===== src/hdl/hcb_pkg.sv =====
`timescale 1ns / 1ps
// ----------------------------------------------------------------------------
// hcb_pkg
// Shared types and constants of the Huffman code builder.
// ----------------------------------------------------------------------------
package hcb_pkg;

    localparam int MAX_SYMBOLS = 64;
    localparam int SYM_W       = $clog2(MAX_SYMBOLS);
    localparam int CNT_W       = $clog2(MAX_SYMBOLS + 1);
    localparam int NODE_W      = $clog2(2 * MAX_SYMBOLS - 1);
    localparam int WEIGHT_W    = 16;
    localparam int SUM_W       = 22;
    localparam int CODE_W      = 63;
    localparam int LEN_W       = 6;

    localparam logic [1:0] ST_LOAD  = 2'd0;
    localparam logic [1:0] ST_MERGE = 2'd1;
    localparam logic [1:0] ST_EMIT  = 2'd2;

    typedef struct packed {
        logic                vld;
        logic [SUM_W-1:0]    w;
        logic [NODE_W-1:0]   idx;
    } hcb_ent_t;

    typedef struct packed {
        logic                    clr;
        logic                    load;
        logic                    merge;
        logic [SUM_W+NODE_W-1:0] key;
    } hcb_qcmd_t;

    typedef struct packed {
        logic              merge;
        logic              shift;
        logic [NODE_W-1:0] lo;
        logic [NODE_W-1:0] hi;
        logic [NODE_W-1:0] nid;
    } hcb_lcmd_t;

    function automatic logic ent_lt(hcb_ent_t e, logic [SUM_W+NODE_W-1:0] key);
        ent_lt = e.vld && ({e.w, e.idx} < key);
    endfunction

endpackage


===== src/hdl/hcb_queue_cell.sv =====
`timescale 1ns / 1ps
// ----------------------------------------------------------------------------
// hcb_queue_cell
// One slot of the sorted root queue; ordered by weight, then node index.
// ----------------------------------------------------------------------------
module hcb_queue_cell (
    input  logic             clk,
    input  logic             rst_n,
    input  logic             head,
    input  hcb_pkg::hcb_qcmd_t cmd,
    input  hcb_pkg::hcb_ent_t  prev1,
    input  hcb_pkg::hcb_ent_t  next1,
    input  hcb_pkg::hcb_ent_t  next2,
    output hcb_pkg::hcb_ent_t  ent
);
    import hcb_pkg::*;

    hcb_ent_t ent_reg;
    hcb_ent_t ent_next;
    hcb_ent_t own;
    hcb_ent_t prv;
    hcb_ent_t kent;

    always_comb
    begin
        own  = cmd.merge ? next2 : ent_reg;
        prv  = cmd.merge ? next1 : prev1;
        kent.vld = 1'b1;
        kent.w   = cmd.key[SUM_W+NODE_W-1:NODE_W];
        kent.idx = cmd.key[NODE_W-1:0];
        ent_next = ent_reg;
        if (cmd.clr)
            ent_next.vld = 1'b0;
        else if (cmd.load || cmd.merge)
        begin
            if (ent_lt(own, cmd.key))
                ent_next = own;
            else if (head || ent_lt(prv, cmd.key))
                ent_next = kent;
            else
                ent_next = prv;
        end
    end

    always_ff @(posedge clk or negedge rst_n)
    begin
        if (!rst_n)
        begin
            ent_reg.vld <= 1'b0;
            ent_reg.w   <= '0;
            ent_reg.idx <= '0;
        end
        else
        begin
            ent_reg <= ent_next;
        end
    end

    assign ent = ent_reg;

endmodule


===== config.mk =====
export PLATFORM = sky130hd
export DESIGN_NAME = hcb_queue_cell
export DESIGN_NICKNAME = d
export VERILOG_FILES = /design/src/hdl/hcb_pkg.sv /design/src/hdl/hcb_queue_cell.sv
export SDC_FILE = /design/constraint.sdc
export NUM_CORES = 1
export LEC_CHECK = 0
export BUFFER_PORTS_ARGS = -buffer_cell sky130_fd_sc_hd__buf_4
export CAP_MARGIN = 20
export CORE_AREA = 3 3 108 110
export DETAILED_ROUTE_END_ITERATION = 16
export DIE_AREA = 0 0 111 113
export PLACE_DENSITY = 0.58
export SYNTH_ARGS = -nofsm -noshare
export SYNTH_HDL_FRONTEND = slang
export SYNTH_SLANG_ARGS = --single-unit

===== constraint.sdc =====
create_clock -name clk -period 3.4 [get_ports clk]
set_clock_uncertainty 0.1 [all_clocks]
set_input_delay 0.34 -clock clk [delete_from_list [all_inputs] [get_ports clk]]
set_output_delay 0.34 -clock clk [all_outputs]
set_load 0.02 [all_outputs]

-- After elaboration in Yosys (flattened, before gate mapping)
Index checks and enable logic that the tools add are counted.
- register bits: 30
- input bits: 125
- output and inout port bits: 30
- word-level logic and storage cells: 18
- $lt $le $gt $ge: 2
- muxes and demuxes: 6
- bitwise gates (word level): 1
- reduce and logical (&&, ||, !) cells: 6
- operators by type and width (cell ; count):
    $mux 30 ; 5
    $lt 29x29->1 ; 2
    $logic_and 1x1->1 ; 2
    $logic_or 1x1->1 ; 2
    $reduce_and 2->1 ; 1
    $reduce_bool 2->1 ; 1
    $mux 1 ; 1
    $not 1->1 ; 1

-- Logic depth before layout (Yosys ltp)
- depth after elaboration: 8
- gate-level depth with buffers: 15
- gate-level depth less buffers: 9

-- Worst setup path after synthesis
Ideal clock, no wire load.
- kind: input -> register
- from: in cmd[29] (netlist name)
- to: reg ent_reg (netlist bit ent[16])
- library setup time: 0.124 ns
- data arrival time: 3.148 ns
- required time: 3.176 ns
- slack: 0.028 ns
- cell stages on the path: 14
- cells stage by stage: buf_6 > clkbuf_1 > clkbuf_1 > mux2_2 > ha_1 > a21oi_1 > nand2_1 > a211oi_1 > a31oi_1 > a31oi_1 > buf_4 > buf_6 > mux2i_1 > o21ai_2
- longest elaborated chain between the ends: 6
- elaborated cells between the ends (all ways): 11
- classes of those cells: 2 x order compare; 4 x mux; 5 x reduce/logical
- ends and longest elaborated chain (what ; line ; RTL):
    start, declared ; hcb_queue_cell.sv:10 ; input hcb_pkg::hcb_qcmd_t cmd,
    $mux 30 ; hcb_queue_cell.sv:27 ; prv = cmd.merge ? next1 : prev1;
    $lt 29x29->1 ; hcb_pkg.sv:43 ; ent_lt = e.vld && ({e.w, e.idx} < key);
    $logic_and 1x1->1 ; hcb_pkg.sv:43 ;
    $logic_or 1x1->1 ; hcb_queue_cell.sv:38 ; else if (head || ent_lt(prv, cmd.key))
    $mux 30 ; hcb_queue_cell.sv:38 ;
    $mux 30 ; hcb_queue_cell.sv:36 ; if (ent_lt(own, cmd.key))
    end signal, assigned ; hcb_queue_cell.sv:55 ; ent_reg <= ent_next;
    end, declared ; hcb_queue_cell.sv:18 ; hcb_ent_t ent_reg;
Several ways; a longest one is shown, not always the timed one.
A chain may end at the register's enable or synchronous reset.

-- Final worst setup path
- from: in cmd[29] (netlist name)
- to: reg ent_reg (netlist bit ent[25])
The elaborated chain is that of the path after synthesis.

==> results.yml <==
run_status:
  status: "finished clean"
synthesis:
  ys_seq_elements: 30
  synth_top_cell_by_area: "dfrtp_1"
  synth_top_cells_by_count: "ha_1 (56), mux2_2 (49), nand2_1 (45)"
  ys_async_sr_fraction_pct: 100.0
  yosysUniqueCellTypes: 37
  synth_most_common_cell: "ha_1"
  syn_inst: 415
  yosys_warnings: 0
  synth_nets: 596
  synth_edf_count: 0
  syn_area_sq_um: 3759
  netlist_top_cells_area: "dfrtp_1 (20%), ha_1 (19%), mux2_2 (15%)"
  ys_seq_area_share_pct: 19.97
  syn_area_per_cell_sq_um: 9.057
  synth_top_area_share_pct: 19.97
  synth_flop_cell: "dfrtp_1"
layout:
  n_antenna_cell: 0
  syn2layout_area_growth_pct: 40.18
  layout-drive-gt1-share_pct: 42.61
  largest_reg_flops: 30
  final_core_util_pct: 48.82
  layout.nets: 755
  fin_area_sq_um: 5269
  instances_no_fill: 715
die:
  io_pins: 155
  core_sq_um: 10790
  dieArea_sq_um: 12540
  rows: 38
  die_w_um: 111
  die_height_um: 113
  initial_core_util_pct: 34.82
routing:
  vias_per_cell: 5.236
  drt_iter0_markers: 106
  routed_wl_um: 11880
  vias: 3744
  wire_per_inst_um: 16.61
  ant_nets: 0
  drc: 0
  drt-pass1-iter-count: 4
sta:
  hold_viol: 0
  tns_ns: 0
  final_max_slew_viol_count: 0
  relSlewSlack_pct: 62.25
  tightest_slew_ns: 0.5663
  period_share_pct: 93.60
  setup_violations: 0
  fmax_mhz: 314.2
  min_period_ns: 3.182
  grt_setup_unrepaired: "false"
  whs_ns: 0.1369
worst_setup_path:
  arrival_ns: 3.25
  crit_buf_inv: 4
  worstPathMaxFanout: 24
  cpMostUsedCell: "buf_4"
  reg2reg_slack_ns: 0.48
  crit_path_end_kind: "register"
  critPathLaunch: "cmd[29]"
  start_kind: "primary input"
  path_delay_family: "compound AO/OA/AOI/OAI gates"
  crit_chain: "buf_4, buf_12, buf_4, mux2_2, ha_1, o21ai_0, a31oi_1, o41ai_2, o211ai_1, a31oi_4, buf_4, mux2i_1, o21ai_2"
  slowest_delay_ns: 0.36
  cp.required_ns: 3.47
  r2r_cells: 10
  worst_path_max_delay_cell: "mux2_2"
  critical_path_class: "in -> reg"
  rr_endpoint: "ent[27]"
  rr_startpoint: "ent[19]"
placed_design:
  postPlaceCellArea_sq_um: 5167
  routabilityCongestion: 0.8449
  dp_cells: 706
  port_buffers: 154
  dpl.hpwl_um: 9639
clocking:
  ctsHtreeMaxLevel: 2
  clockBufferDepth: 2
  cts_tree: "done"
  clkSinkCount: 30
  numCtsBuffers: 5
  clk_pin_slew_ns: 0.07
  cts-root-buf: "clkbuf_8"
  clock_latency_ns: 0.29
  cts_setup_buffers: 0
grt:
  antenna_found_initial: 0
  use_met2_pct: 32.69
  grtUsageMet3_pct: 3.369
  track_usage_pct: 18.61
  grt_overflow: 0
  grt_max_degree: 31
  grt-busiest-layer: "met2"
  grt_pass1_wl_um: 19140
  first_global_vias: 3920
  use_met1_pct: 23.81
worst_hold_path:
  hold_depth: 2
  worstHoldStart: "cmd[31]"
  whs_endpoint: "ent[29]"
  hold_class: "in -> reg"
pwr:
  irDropWorstVdd_v: 0.0001671
  power_density_nw_per_um2: 357.0
  p_leak_nw: 2.689
run:
  cap_viol_max_count: 0
==> cell type report <==
class | count | area, sq um
Timing Repair Buffer | 175 | 1354
Fill cell | 1048 | 5524
Clock inverter | 1 | 5.005
Tap cell | 140 | 175.2
Inverter | 33 | 123.9
Sequential cell | 30 | 750.7
Clock buffer | 7 | 86.33
Multi-Input combinational cell | 329 | 2774
==> cell usage in the layout (no fill, tap or decap), types with 6 or more instances in the layout <==
cell type and count:
ha_1 56, inv_1 33, o21ai_1 20, dfrtp_1 30, a21oi_1 21, nand2_1 45, nand4_1 10, nor2_1 6
mux2_1 8, mux2_2 49, a2bb2oi_1 30, clkbuf_8 6, nand3_1 6, buf_4 171, mux2i_1 31, o21ai_2 10
==> power breakdown <==
part           total, mW  leakage [nW]  internal [mW]  switching, mW
logic               1.06          2.27          0.532          0.525
registers          0.516         0.371          0.442         0.0739
clock network      0.308        0.0482          0.163          0.145
==> metrics by stage <==
stage,power (mW),worst slack [ns]
6_report,1.881,0.2178
5_1_grt,2.019,0.06344
4_1_cts,1.900,0.1914
3_5_place_dp,1.583,-0.1064
3_3_place_gp,1.565,-0.08578
2_1_floorplan,1.147,0.02794
==> worst max path at each step <==
stage / to / depth (start not counted) / slack (ns)
finish: ent[25] / 13 / 0.22
global route: ent[26] / 13 / 0.06
CTS: ent[25] / 13 / 0.19
detailed placement: ent[25] / 13 / -0.11
global placement: ent[25] / 13 / -0.09
floorplan: ent[16] / 14 / 0.03
==> kinds of logic (layout without fill, tap and decap cells) <==
family	count (synthesis)	count (layout)	share of synthesized area, %
mux	88	88	25.33
buf+inv	56	216	6.691
fa+ha+maj	56	56	18.64
compound gates	104	104	19.51
simple gates	81	81	9.854
flops	30	30	19.97
==> routing by layer <==
metal  vias to the layer above  part of all wire (%)
met5                         -                     0
met2                       102                    49
met3                         9                   5.0
li1                       1865                     -
met1                      1768                    45
met4                         0                   1.2
==> timing repair <==
item / in CTS / in global routing
hold buffers: 1 / 0
resized for setup: 0 / 0
hold endpoints to repair: 30 / 0
(Power assumes the default switching activity.)
