File: config.mk
export PLATFORM = sky130hd
export DESIGN_NAME = hcb_leaf_cell
export DESIGN_NICKNAME = d
export VERILOG_FILES = /design/src/hdl/hcb_pkg.sv /design/src/hdl/hcb_leaf_cell.sv
export SDC_FILE = /design/constraint.sdc
export NUM_CORES = 1
export LEC_CHECK = 0
export BUFFER_PORTS_ARGS = -buffer_cell sky130_fd_sc_hd__buf_2
export CAP_MARGIN = 40
export CORE_UTILIZATION = 43
export CTS_BUF_LIST = sky130_fd_sc_hd__clkbuf_16
export CTS_CLUSTER_DIAMETER = 120
export CTS_CLUSTER_SIZE = 24
export DETAILED_ROUTE_END_ITERATION = 8
export PLACE_DENSITY = 0.74
export SLEW_MARGIN = 20
export SYNTH_ARGS = -nofsm -noshare
export SYNTH_HDL_FRONTEND = slang
export SYNTH_SLANG_ARGS = --single-unit
File: constraint.sdc
create_clock -name clk -period 1.9 [get_ports clk]
set_clock_uncertainty 0.05 [all_clocks]
set_input_delay 0.38 -clock clk [delete_from_list [all_inputs] [get_ports clk]]
set_output_delay 0.38 -clock clk [all_outputs]
set_load 0.05 [all_outputs]
File: src/hdl/hcb_pkg.sv
`timescale 1ns / 1ps
// ----------------------------------------------------------------------------
// hcb_pkg
// Shared types and constants of the Huffman code builder.
// ----------------------------------------------------------------------------
package hcb_pkg;

    localparam int MAX_SYMBOLS = 64;
    localparam int SYM_W       = $clog2(MAX_SYMBOLS);
    localparam int CNT_W       = $clog2(MAX_SYMBOLS + 1);
    localparam int NODE_W      = $clog2(2 * MAX_SYMBOLS - 1);
    localparam int WEIGHT_W    = 16;
    localparam int SUM_W       = 22;
    localparam int CODE_W      = 63;
    localparam int LEN_W       = 6;

    localparam logic [1:0] ST_LOAD  = 2'd0;
    localparam logic [1:0] ST_MERGE = 2'd1;
    localparam logic [1:0] ST_EMIT  = 2'd2;

    typedef struct packed {
        logic                vld;
        logic [SUM_W-1:0]    w;
        logic [NODE_W-1:0]   idx;
    } hcb_ent_t;

    typedef struct packed {
        logic                    clr;
        logic                    load;
        logic                    merge;
        logic [SUM_W+NODE_W-1:0] key;
    } hcb_qcmd_t;

    typedef struct packed {
        logic              merge;
        logic              shift;
        logic [NODE_W-1:0] lo;
        logic [NODE_W-1:0] hi;
        logic [NODE_W-1:0] nid;
    } hcb_lcmd_t;

    function automatic logic ent_lt(hcb_ent_t e, logic [SUM_W+NODE_W-1:0] key);
        ent_lt = e.vld && ({e.w, e.idx} < key);
    endfunction

endpackage

File: src/hdl/hcb_leaf_cell.sv
`timescale 1ns / 1ps
// ----------------------------------------------------------------------------
// hcb_leaf_cell
// Per-symbol code register; tracks the symbol's current root during build.
// ----------------------------------------------------------------------------
module hcb_leaf_cell (
    input  logic                         clk,
    input  logic                         rst_n,
    input  logic                         ld,
    input  logic [hcb_pkg::NODE_W-1:0]   id,
    input  hcb_pkg::hcb_lcmd_t           cmd,
    input  logic [hcb_pkg::CODE_W-1:0]   next_code,
    input  logic [hcb_pkg::LEN_W-1:0]    next_len,
    output logic [hcb_pkg::CODE_W-1:0]   code,
    output logic [hcb_pkg::LEN_W-1:0]    len
);
    import hcb_pkg::*;

    logic [NODE_W-1:0] root_reg, root_next;
    logic [CODE_W-1:0] code_reg, code_next;
    logic [LEN_W-1:0]  len_reg, len_next;
    logic              grow;

    always_comb
    begin
        root_next = root_reg;
        code_next = code_reg;
        len_next  = len_reg;
        grow      = len_reg != LEN_W'(CODE_W);
        if (ld)
        begin
            root_next = id;
            code_next = '0;
            len_next  = '0;
        end
        else if (cmd.shift)
        begin
            code_next = next_code;
            len_next  = next_len;
        end
        else if (cmd.merge && (root_reg == cmd.lo || root_reg == cmd.hi))
        begin
            root_next = cmd.nid;
            if (grow)
            begin
                if (root_reg == cmd.hi)
                    code_next = code_reg | (CODE_W'(1) << len_reg);
                len_next = len_reg + LEN_W'(1);
            end
        end
    end

    always_ff @(posedge clk or negedge rst_n)
    begin
        if (!rst_n)
        begin
            root_reg <= '0;
            code_reg <= '0;
            len_reg  <= '0;
        end
        else
        begin
            root_reg <= root_next;
            code_reg <= code_next;
            len_reg  <= len_next;
        end
    end

    assign code = code_reg;
    assign len  = len_reg;

endmodule

== Yosys cells after proc, flatten, opt, wreduce, memory -nomap -nowiden ==
Index checks and enable logic that the tools add are counted.

* Flip-flop bits (word level): 76
* Output and inout port bits: 69
* Bits of input ports: 102
* Logic and storage cells: 31

* Reduce and logical (&&, ||, !) cells: 9
* Equal/unequal tests: 4
* Bitwise logic cells: 1
* Multiplexer cells: 12
* Shift operators: 1
* $add $sub $neg: 1

{| class="wikitable"
|+ Operators with widths
! kind !! number
|-
| 2-to-1 mux 63 bit || 5
|-
| bitwise OR 63 bit || 1
|-
| << shifter 1 x 6 -> 63 bit (first input constant) || 1
|-
| 2-to-1 mux 6 bit || 4
|-
| 2-to-1 mux 7 bit || 3
|-
| equality test 7 bit || 2
|-
| nonzero test 3 bit || 3
|-
| adder 6 x 1 -> 6 bit (second input constant) || 1
|-
| != test 6 bit (second input constant) || 1
|-
| AND reduction 2 bit || 2
|-
| AND reduction 3 bit || 1
|-
| != test 2 bit (second input constant) || 1
|-
| nonzero test 2 bit || 1
|-
| logical AND 1 bit || 1
|-
| logical OR 1 bit || 1
|}

== Logic depth before layout (Yosys ltp) ==
Gate-level depths: netlist of the first run.

* Depth after elaboration: 7
* Mapped depth: 9
* Depth with buffers taken out: 7

== Worst setup path after synthesis of the first run ==
OpenSTA, ideal clock, no wires.

* Path kind: register to register
* Start: reg root_reg[5]
* End: reg root_reg[0]
* Setup time: 125 ps
* Path buffers: 0
* Data required time: 1725 ps
* Setup slack: -214 ps
* Clock period less this slack: 2114 ps
* Arrival: 1939 ps
* Stages on the path, launching flop included: 7
* Path through: dfrtp_1 > xor2_1 > nor4_2 > nand4_2 > a21oi_4 > mux2_2 > mux2_2

* Cells in the longest elaborated chain, start to end: 5
* Elaborated cells on any way between the ends: 6
* Those cells by class: eq/ne: 2; reduce/logical: 4

{| class="wikitable"
|+ RTL lines
! element !! RTL line !! source
|-
| start: declaration || hcb_leaf_cell.sv:19 || <nowiki>logic [NODE_W-1:0] root_reg, root_next;</nowiki>
|-
| start signal: assignment || hcb_leaf_cell.sv:63 || <nowiki>root_reg <= root_next;</nowiki>
|-
| equality test 7 bit || hcb_leaf_cell.sv:41 || <nowiki>else if (cmd.merge && (root_reg == cmd.lo || root_reg == cmd.hi))</nowiki>
|-
| logical OR 1 bit * || hcb_leaf_cell.sv:41 ||
|-
| logical AND 1 bit * || hcb_leaf_cell.sv:41 ||
|-
| nonzero test 2 bit (no source line) * || - ||
|-
| AND reduction 2 bit (no source line) * || - ||
|}

Mark *: on every way between the ends. The rest lies on a longest branch, timed or not.
A chain may end at the register's enable or synchronous reset.

== Worst setup path in the final report of the first run ==
* Start: reg root_reg[2]
* End: reg root_reg[2]

The elaborated chain is that of the path after synthesis.

==> flow_summary.json, run 1 <==
{
  "drive_above_1_share_pct": 40.2,
  "portBuffers": 170,
  "start_util_pct": 45.2,
  "path_max_fanout": 7,
  "vias_per_cell": 5.62,
  "ant_nets": 0,
  "grt_pass1_wl_mm": 20.9,
  "fin_cells": 769,
  "worst_setup_path_end_kind": "register",
  "vdd_drop_max_uv": 539,
  "fmax_ghz": 0.444,
  "syn2layout_area_growth_pct": 43.4,
  "cp.required_ps": 2070,
  "track_usage_pct": 27.6,
  "hpwl_mm": 9.03,
  "status": "complete, but fails checks",
  "setup_slack_ps": -350,
  "synth_edf_count": 0,
  "dr.pass1.iters": 7,
  "max_cap_violations": 0,
  "cts_num_sinks": 76,
  "slew_headroom_pct": 67.9,
  "cts_root_buf": "clkbuf_16",
  "arrival_ps": 2420,
  "cts_made_buffers": 9,
  "fin_crit_sh_pct": 118,
  "cts_tree": "yes",
  "post-route-util_pct": 64.8,
  "dominantRegCellSynth": "dfrtp_1",
  "antenna_found_initial": 1,
  "rows": 34,
  "rr_endpoint": "root_reg[2]$_DFFE_PN0P_",
  "coreArea_um2": 8890,
  "drt_iter0_markers": 238,
  "synth_area_um2": 4020,
  "async_flop_share_pct": 100,
  "fin_nets": 763,
  "dieHeight_um": 98.7,
  "min_to": "len[0]$_DFFE_PN0P_",
  "crit_type": "reg -> reg",
  "largest_reg_flops": 63,
  "globalplace.congestion": 0.863,
  "grt_max_degree": 56,
  "postSynthCellCount": 467,
  "clockBufferDepth": 2,
  "wire_per_inst_um": 17.6,
  "r2r_slack_ps": -350,
  "hold_depth": 3,
  "fin_setup_tns_ps": -12140,
  "fin_crit_ps": 2250,
  "grt.overflow.total": 0,
  "htreeDepth": 3,
  "p_leak_nw": 2.85,
  "io_pins": 171,
  "synth.avg_cell_area_um2": 8.60,
  "dp.cells": 735,
  "rsz0062_at_grt": "yes",
  "die_area_um2": 9730,
  "synth_area_leader_cell": "dfrtp_1",
  "grt_pass1_vias": 4251,
  "wl_mm": 13.5,
  "die_w_um": 98.7,
  "synth.area.top_cells": "dfrtp_1 (47%), a21oi_1 (12%), o21ai_0 (7.2%)",
  "synth.distinct_cells": 40,
  "synth_seq_cells": 76,
  "timing.hold.ws_ps": 225,
  "hp-class": "in -> reg",
  "path_clk_slew_ps": 60,
  "yosysWarnings": 0,
  "syn-num-nets": 575,
  "reg2reg_from": "root_reg[2]$_DFFE_PN0P_",
  "cp-start-kind": "register",
  "powerDensity_nw_per_um2": 817,
  "finalSetupViolations": 76,
  "maxSlewViolCount": 0,
  "clk_latency_ps": 330,
  "vias": 4320,
  "drc": 0,
  "yosysSeqAreaShare_pct": 47.3,
  "hold_viol": 0,
  "synth_top_area_share_pct": 47.3,
  "hp-start": "next_len[0]",
  "reg2reg_depth": 7,
  "violations": "negative setup slack",
  "worst_slew_pin_slew_ps": 478
}
metrics by stage:
stage                     setup WS, ps  total power, mW  cell area (µm²)
after floorplan                   -208             2.45             4050
after global routing              -430             4.91             5760
after CTS                         -239             4.66             5490
after detailed placement          -404             2.83             5100
final                             -350             4.71             5760
after global placement            -347             2.81             5100
synth_stat cells, types with 2 or more instances:
master    number
a21oi_1       99
dfrtp_1       76
nand2_1       59
o21ai_0       58
nor2_1        33
nor3_1        27
clkbuf_1      19
mux2_2        13
inv_1          9
xor2_1         8
xnor2_1        7
buf_2          6
ha_1           6
buf_1          5
a211oi_1       3
nand3_1        3
a21oi_4        2
and3b_1        2
buf_4          2
mux2i_1        2
nand3b_1       2
nand4_1        2
nor4_1         2
o21ai_1        2
o21bai_1       2
or2_2          2
or3_1          2
or3b_2         2
kinds of logic (layout without fill, tap and decap cells):
| family | Yosys count | count (layout) | synth area share [%] |
|---|---|---|---|
| AND/OR/NAND/NOR | 142 | 142 | 16.1 |
| XOR/XNOR | 15 | 15 | 3.27 |
| flip-flops | 76 | 76 | 47.3 |
| multiplexers | 16 | 16 | 4.42 |
| other | 0 | 1 | 0 |
| AO/OA/AOI/OAI | 171 | 171 | 22.8 |
| adder cells (fa/ha/maj) | 6 | 6 | 1.87 |
| buffers and inverters | 41 | 234 | 4.20 |
power breakdown:
group / total, mW / leakage (nW) / switching, mW / internal [mW]
registers: 1.79 / 1.01 / 0.0746 / 1.71
clock network: 1.81 / 0.157 / 0.669 / 1.14
logic: 1.10 / 1.69 / 0.716 / 0.389
what timing repair did:
action | CTS | global route
setup endpoints to repair | 76 | 76
gates resized for setup | 7 | 22
setup buffers | 2 | 12
gates cloned | 0 | 2
endpoints found under the hold margin | 19 | 0
pin swaps | 5 | 20
hold buffers | 1 | 0
worst max-delay path by stage:
stage                     depth (start not counted)                      end  slack, ps                    start
after floorplan                                   6  root_reg[0]$_DFFE_PN0P_       -210  root_reg[5]$_DFFE_PN0P_
after global placement                            7  root_reg[5]$_DFFE_PN0P_       -350                  cmd[20]
after detailed placement                          7  root_reg[4]$_DFFE_PN0P_       -400                  cmd[20]
after CTS                                         7  root_reg[5]$_DFFE_PN0P_       -240  root_reg[4]$_DFFE_PN0P_
after global routing                              7  root_reg[2]$_DFFE_PN0P_       -430  root_reg[2]$_DFFE_PN0P_
final                                             7  root_reg[2]$_DFFE_PN0P_       -350  root_reg[2]$_DFFE_PN0P_
placed cells by master (no fill, tap or decap), drive strengths merged, types with 2 or more instances in the layout:
| cell type | n |
|---|---|
| a211oi | 3 |
| a21oi | 101 |
| and3b | 2 |
| buf | 206 |
| bufinv | 2 |
| clkbuf | 11 |
| clkinv | 2 |
| dfrtp | 76 |
| ha | 6 |
| inv | 11 |
| mux2 | 14 |
| mux2i | 2 |
| nand2 | 59 |
| nand3 | 3 |
| nand3b | 2 |
| nand4 | 3 |
| nor2 | 33 |
| nor3 | 27 |
| nor4 | 3 |
| o21ai | 61 |
| o21bai | 2 |
| or2 | 2 |
| or3 | 2 |
| or3b | 2 |
| xnor2 | 7 |
| xor2 | 8 |
critical path: stages, from the launching register on:
cell	delay, ps
dfrtp_1	390
xor2_1	160
nor4_1	360
nand4_1	240
a21oi_4	220
buf_12	150
mux2_4	300
mux2_4	270
per-layer routing:
layer,vias up,track usage (%),wire (µm)
li1,2010,-,-
met1,2042,36.4,5490
met2,234,44.7,6590
met3,34,4.96,1020
met4,0,12.4,434
met5,-,0,0
area by class of cell:
class                      instances  area [µm²]
antenna                            1        2.50
clock buffer                       9         225
clock inverter                     7        90.1
fill                             757        3130
inverter                           9        33.8
multi-input combinational        350        2070
sequential                        76        1910
tap                              108         135
timing repair buffer             209        1300
Note: power is estimated with default switching activity, not from simulation.
==> run 2: changes to the inputs <==
--- a/config.mk
+++ b/config.mk
@@ -5,14 +5,15 @@
 export SDC_FILE = /design/constraint.sdc
 export NUM_CORES = 1
 export LEC_CHECK = 0
+export ABC_AREA = 1
 export BUFFER_PORTS_ARGS = -buffer_cell sky130_fd_sc_hd__buf_2
 export CAP_MARGIN = 40
-export CORE_UTILIZATION = 43
+export CORE_UTILIZATION = 46
 export CTS_BUF_LIST = sky130_fd_sc_hd__clkbuf_16
 export CTS_CLUSTER_DIAMETER = 120
 export CTS_CLUSTER_SIZE = 24
 export DETAILED_ROUTE_END_ITERATION = 8
-export PLACE_DENSITY = 0.74
+export PLACE_DENSITY = 0.75
 export SLEW_MARGIN = 20
 export SYNTH_ARGS = -nofsm -noshare
 export SYNTH_HDL_FRONTEND = slang
==> constraint.sdc (replaced) <==
create_clock -name clk -period 1.9 [get_ports clk]
set_clock_uncertainty 0.05 [all_clocks]
set_input_delay 0.38 -clock clk [delete_from_list [all_inputs] [get_ports clk]]
set_output_delay 0.38 -clock clk [all_outputs]
set_load 0.005 [all_outputs]
==> run 2 against run 1 <==
Against the previous run:
- the flow now finishes without violations
- highest routed layer unchanged
- critical path type unchanged
- critical endpoint is now code[60]$_DFFE_PN0P_
- core utilization decreased by 2.6 points
- worst setup slack improved by 500 ps
- sequential share of layout area decreased by 3.6 points
==> flow_summary.json, run 2 <==
{
  "cts_num_sinks": 76,
  "wl_mm": 15.5,
  "dieHeight_um": 105,
  "die_w_um": 105,
  "nFillCells": 1024,
  "path_clk_slew_ps": 60,
  "yosysMostFrequentCell": "nand2_1",
  "p_comb_share_pct": 19.7,
  "grt_pass1_wl_mm": 25.4,
  "wire_per_inst_um": 14.7,
  "synth.avg_cell_area_um2": 6.55,
  "rows": 37,
  "vdd_drop_max_uv": 451,
  "drive_above_1_share_pct": 24.9,
  "power_switching_mw": 1.36,
  "vias_per_cell": 5.31,
  "slew_headroom_pct": 71.1,
  "arrival_ps": 1960,
  "globalplace.congestion": 0.848,
  "grt_pass1_vias": 5105,
  "htreeDepth": 3,
  "postSynthCellCount": 752,
  "largest_reg_flops": 63,
  "hold_viol": 0,
  "dr.pass1.iters": 5,
  "ant_nets": 0,
  "fmax_ghz": 0.572,
  "clkPwrFrac_pct": 41.0,
  "cp.required_ps": 2110,
  "coreArea_um2": 10400,
  "multiInputGateArea_um2": 2700,
  "final_cell_mix": "nand2_1 (266), buf_2 (169), nand3_1 (160), dfrtp_1 (76), o21ai_0 (68)",
  "crit_type": "reg -> reg",
  "synth_area_um2": 4930,
  "critical_path_buf_inv_count": 1,
  "final_common_cell": "nand2_1",
  "finalSetupViolations": 0,
  "path_max_fanout": 35,
  "synth_edf_count": 0,
  "cp_common_cell": "nand2_1",
  "die_area_um2": 11100,
  "cp_slowest_cell": "dfrtp_1",
  "fin_crit_sh_pct": 92.1,
  "syn-num-nets": 860,
  "clk_latency_ps": 330,
  "cp-start-kind": "register",
  "grt_max_degree": 70,
  "cts_tree": "yes",
  "powerDensity_nw_per_um2": 745,
  "critPathTopFamily": "simple AND/OR/NAND/NOR gates",
  "cts_root_buf": "clkbuf_16",
  "yosysWarnings": 0,
  "track_usage_pct": 28.6,
  "num_antenna_cells": 0,
  "timing.hold.ws_ps": 290,
  "vias": 5591,
  "cts_made_buffers": 9,
  "synth_seq_cells": 76,
  "async_flop_share_pct": 100,
  "antenna_found_initial": 0,
  "internal-power_mw": 3.44,
  "drc": 0,
  "p_sw_share_pct": 28.4,
  "worst_slew_pin_slew_ps": 434,
  "clockBufferDepth": 2,
  "stdcell_area_um2": 6450,
  "placed_area_um2": 6070,
  "dominantRegCellSynth": "dfrtp_1",
  "hp-class": "in -> reg",
  "synth_top_area_share_pct": 38.6,
  "status": "completed",
  "slowest_delay_ps": 610,
  "synth.distinct_cells": 22,
  "synth_common_cells": "nand2_1 (266), nand3_1 (160), dfrtp_1 (76)",
  "crit_chain": "nand3_1 > nor2_2 > nand3_2 > nand2_4 > buf_12 > nand2_1 > nand2_1",
  "fin_nets": 1020,
  "grt.overflow.total": 0,
  "synth.area.top_cells": "dfrtp_1 (39%), nand2_1 (20%), nand3_1 (16%)",
  "yosysSeqAreaShare_pct": 38.6,
  "fin_crit_ps": 1750,
  "max_cap_violations": 0,
  "worst_setup_path_end_kind": "register",
  "portBuffers": 170,
  "maxSlewViolCount": 0,
  "hpwl_mm": 10.9,
  "drt_iter0_markers": 424,
  "p_leak_nw": 3.68,
  "start_util_pct": 47.5,
  "synth_area_leader_cell": "dfrtp_1",
  "io_pins": 171,
  "seq_area_um2": 1900,
  "power_frac_seq_pct": 39.3,
  "syn2layout_area_growth_pct": 30.9
}
run 2: logic make-up (layout without fill, tap and decap cells):
logic type | after synthesis | in the layout | share of synthesized area (%)
adder cells (fa/ha/maj) | 6 | 6 | 1.52
AO/OA/AOI/OAI | 93 | 93 | 9.95
XOR/XNOR | 8 | 8 | 1.42
buffers and inverters | 80 | 245 | 6.93
flip-flops | 76 | 76 | 38.6
AND/OR/NAND/NOR | 489 | 489 | 41.6
run 2: layout make-up:
class                           instances  share of cell area (%)
Multi-Input combinational cell        596                    41.9
Timing Repair Buffer                  203                    19.2
Sequential cell                        76                    29.5
Clock buffer                            9                    3.49
Inverter                               26                    1.51
Tap cell                              136                    2.64
Clock inverter                          7                    1.78
run 2: path summary, 6_finish.rpt:
path	endpoint	from	depth (start not counted)	slack, ps
worst max-delay path	code[60]$_DFFE_PN0P_	len[2]$_DFFE_PN0P_	7	150
worst min-delay path	root_reg[0]$_DFFE_PN0P_	cmd[0]	5	290
worst max register to register	code[60]$_DFFE_PN0P_	len[2]$_DFFE_PN0P_	7	150
worst min register to register	code[30]$_DFFE_PN0P_	code[30]$_DFFE_PN0P_	2	450
max in group asynchronous	code[59]$_DFFE_PN0P_	rst_n	3	1010
min in group asynchronous	code[12]$_DFFE_PN0P_	rst_n	3	500
run 2: layer usage:
metal	vias to the layer above	GRT usage, %	wire length [µm]
li1	2782	-	-
met1	2544	40.4	6810
met2	237	44.9	7280
met3	28	3.40	1030
met4	0	10.9	360
met5	-	0	0
run 2: power groups by stage:
| stage | logic [mW] | registers [mW] | clock network, mW |
|---|---|---|---|
| 2_1_floorplan | 0.486 | 1.89 | 0 |
| 3_3_place_gp | 0.921 | 1.91 | 0 |
| 3_5_place_dp | 0.937 | 1.91 | 0 |
| 4_1_cts | 0.942 | 1.88 | 2.00 |
| 5_1_grt | 1.06 | 1.90 | 2.07 |
| 6_report | 0.945 | 1.89 | 1.97 |
run 2: per-stage QoR:
step / setup WS [ps] / cells / power (mW) / util, % / setup TNS [ps]
global route: -4.16 / 1053 / 5.04 / 62.2 / -4.16
finish: 151 / 1053 / 4.80 / 62.2 / 0
detailed placement: 52.5 / 1036 / 2.85 / 58.6 / 0
CTS: 36.7 / 1053 / 4.83 / 61.9 / 0
floorplan: 293 / 752 / 2.37 / - / 0
global placement: 101 / 1036 / 2.83 / 58.6 / 0
run 2: what timing repair did:
item | CTS | global route
hold endpoints to repair | 31 | 0
setup endpoints to repair | 0 | 45
hold buffers | 1 | 0
buffers inserted | 0 | 0
resized for setup | 0 | 9
run 2: worst min-delay path: cells and delay by family:
family / cells / cell delay, ps
AND/OR/NAND/NOR: 4 / 180
buffers and inverters: 1 / 80
==> run 3: changes to the inputs <==
--- a/config.mk
+++ b/config.mk
@@ -5,15 +5,14 @@
 export SDC_FILE = /design/constraint.sdc
 export NUM_CORES = 1
 export LEC_CHECK = 0
-export ABC_AREA = 1
-export BUFFER_PORTS_ARGS = -buffer_cell sky130_fd_sc_hd__buf_2
 export CAP_MARGIN = 40
-export CORE_UTILIZATION = 46
+export CORE_UTILIZATION = 57
 export CTS_BUF_LIST = sky130_fd_sc_hd__clkbuf_16
 export CTS_CLUSTER_DIAMETER = 120
 export CTS_CLUSTER_SIZE = 24
 export DETAILED_ROUTE_END_ITERATION = 8
-export PLACE_DENSITY = 0.75
+export DONT_BUFFER_PORTS = 1
+export PLACE_DENSITY = 0.73
 export SLEW_MARGIN = 20
 export SYNTH_ARGS = -nofsm -noshare
 export SYNTH_HDL_FRONTEND = slang
==> run 3 against run 2 <==
Against the previous run:
- the flow now finishes with violations (negative hold slack, negative setup slack)
- first-iteration DRC count is 47% lower
- final cell count is 44% lower
- sequential power is 4% lower
- clock-buffer cell count stayed put
- critical endpoint unchanged
- largest power group is now sequential cells
==> flow_summary.json, run 3 (synthesized netlist as in run 1, its figures left out) <==
{
  "die_w_um": 86.0,
  "wl_mm": 12.3,
  "cp_common_cell": "buf_12",
  "cp_slowest_cell": "dfrtp_1",
  "vias": 3710,
  "critPathTopFamily": "simple AND/OR/NAND/NOR gates",
  "track_usage_pct": 29.9,
  "worst_setup_path_end_kind": "register",
  "grt_pass1_wl_mm": 17.0,
  "met2WireLength_mm": 6.29,
  "htreeDepth": 3,
  "rsz0062_at_grt": "yes",
  "cp.required_ps": 2090,
  "grt.overflow.total": 0,
  "wl_met3_um": 956,
  "status": "complete, but fails checks",
  "vias_per_cell": 6.32,
  "drive_above_1_share_pct": 26.9,
  "drt_iter0_markers": 225,
  "vdd_drop_max_uv": 518,
  "ant_nets": 0,
  "dr.pass1.iters": 4,
  "critical_path_buf_inv_count": 4,
  "cts_num_sinks": 76,
  "path_depth": 10,
  "arrival_ps": 2370,
  "dp.cells": 554,
  "reg2reg_depth": 10,
  "clockBufferDepth": 2,
  "maxSlewViolCount": 0,
  "violations": "negative hold slack, negative setup slack",
  "path_max_fanout": 8,
  "fin_crit_ps": 2170,
  "wire_per_inst_um": 21.0,
  "cts_made_buffers": 9,
  "clk_latency_ps": 320,
  "timing.hold.ws_ps": -306,
  "die_area_um2": 7390,
  "fmax_ghz": 0.460,
  "powerDensity_nw_per_um2": 828,
  "hp-class": "in -> async",
  "final_common_cell": "dfrtp_1",
  "rows": 30,
  "slew_headroom_pct": 58.6,
  "crit_chain": "xor2_1 > nor4_2 > nand4_2 > buf_6 > o21ai_4 > buf_8 > buf_12 > buf_12 > a21oi_2 > nor3_2",
  "largest_reg_flops": 63,
  "nFillCells": 478,
  "path_clk_slew_ps": 60,
  "num_antenna_cells": 0,
  "syn2layout_area_growth_pct": 26.9,
  "p_leak_nw": 2.14,
  "cts_root_buf": "clkbuf_16",
  "io_pins": 171,
  "coreArea_um2": 6790,
  "worst_slew_pin_slew_ps": 617,
  "final_cell_mix": "dfrtp_1 (75), a21oi_1 (68), nand2_1 (59), o21ai_0 (57), nor2_1 (32)",
  "max_cap_violations": 0,
  "fin_setup_tns_ps": -12750,
  "grt_pass1_vias": 3347,
  "top_layer": "met4",
  "hpwl_mm": 7.32,
  "finalSetupViolations": 76,
  "start_util_pct": 59.1,
  "hold_viol": 76,
  "cts_tree": "yes",
  "wl_met1_mm": 4.87,
  "setup_slack_ps": -274,
  "design_power_total_mw": 4.22,
  "grt_max_degree": 77,
  "drc": 0,
  "crit_type": "reg -> reg",
  "cp-start-kind": "register",
  "slowest_delay_ps": 410,
  "fin_cells": 587,
  "dieHeight_um": 86.0,
  "fin_nets": 595,
  "globalplace.congestion": 0.791,
  "pre_cts_slack_ps": -331,
  "antenna_found_initial": 0,
  "fin_crit_sh_pct": 114,
  "portBuffers": 0
}
[run 3: cell types whose count changed in the layout (fill, tap and decap cells not counted), moves of 10 or more]
cell     delta
a21oi_2    +27
buf_6      +10
a31oi_1    -11
nor3_1     +12
nand2_1   -207
a21oi_1    +56
nor2_1     -24
inv_1      -12
o21ai_0    -11
nor3_2     +14
nand3_1   -157
buf_2     -169
[run 3: cell type report]
type                       instances  area, µm²  area share (%)
inverter                           9       33.8           0.662
multi-input combinational        350       2250            44.0
tap                               96        120            2.36
clock buffer                       9        225            4.42
timing repair buffer              41        490            9.62
sequential                        76       1900            37.3
clock inverter                     6       81.3            1.59
[run 3: report_power, final]
group | internal [mW] | total [mW] | leakage [nW] | switching (mW)
logic | 0.293 | 0.641 | 0.977 | 0.348
registers | 1.71 | 1.81 | 1.01 | 0.0975
clock network | 1.13 | 1.77 | 0.154 | 0.639
[run 3: final timing paths]
kind                                              start                 endpoint  slack, ps
worst max-delay path            root_reg[0]$_DFFE_PN0P_     code[60]$_DFFE_PN0P_       -270
worst min-delay path                              rst_n     code[13]$_DFFE_PN0P_       -310
worst max register to register  root_reg[0]$_DFFE_PN0P_     code[60]$_DFFE_PN0P_       -270
worst min register to register     code[18]$_DFFE_PN0P_     code[18]$_DFFE_PN0P_        500
max in group asynchronous                         rst_n  root_reg[4]$_DFFE_PN0P_       1980
min in group clk                                     ld     code[15]$_DFFE_PN0P_         70
[run 3: layer usage]
| metal | vias up | global-route usage (%) |
|---|---|---|
| met1 | 1828 | 39.2 |
| met5 | - | 0 |
| met3 | 18 | 7.99 |
| li1 | 1668 | - |
| met4 | 0 | 9.85 |
| met2 | 196 | 48.4 |
[run 3: timing repair]
action / 4_1_cts / 5_1_grt
setup buffers: 8 / 5
pin swaps: 7 / 17
endpoints found under the setup margin: 76 / 76
hold endpoints to repair: 76 / 76
cloned: 0 / 6
resized for setup: 8 / 69
[run 3: stage by stage]
step	hold WS [ps]	util [%]	instance area, µm²
after floorplan	34.4	-	4020
after detailed placement	35.9	62.3	4230
after global routing	-318	75.1	5100
final	-306	75.1	5100
after CTS	-310	68.0	4620
after global placement	35.8	62.3	4230
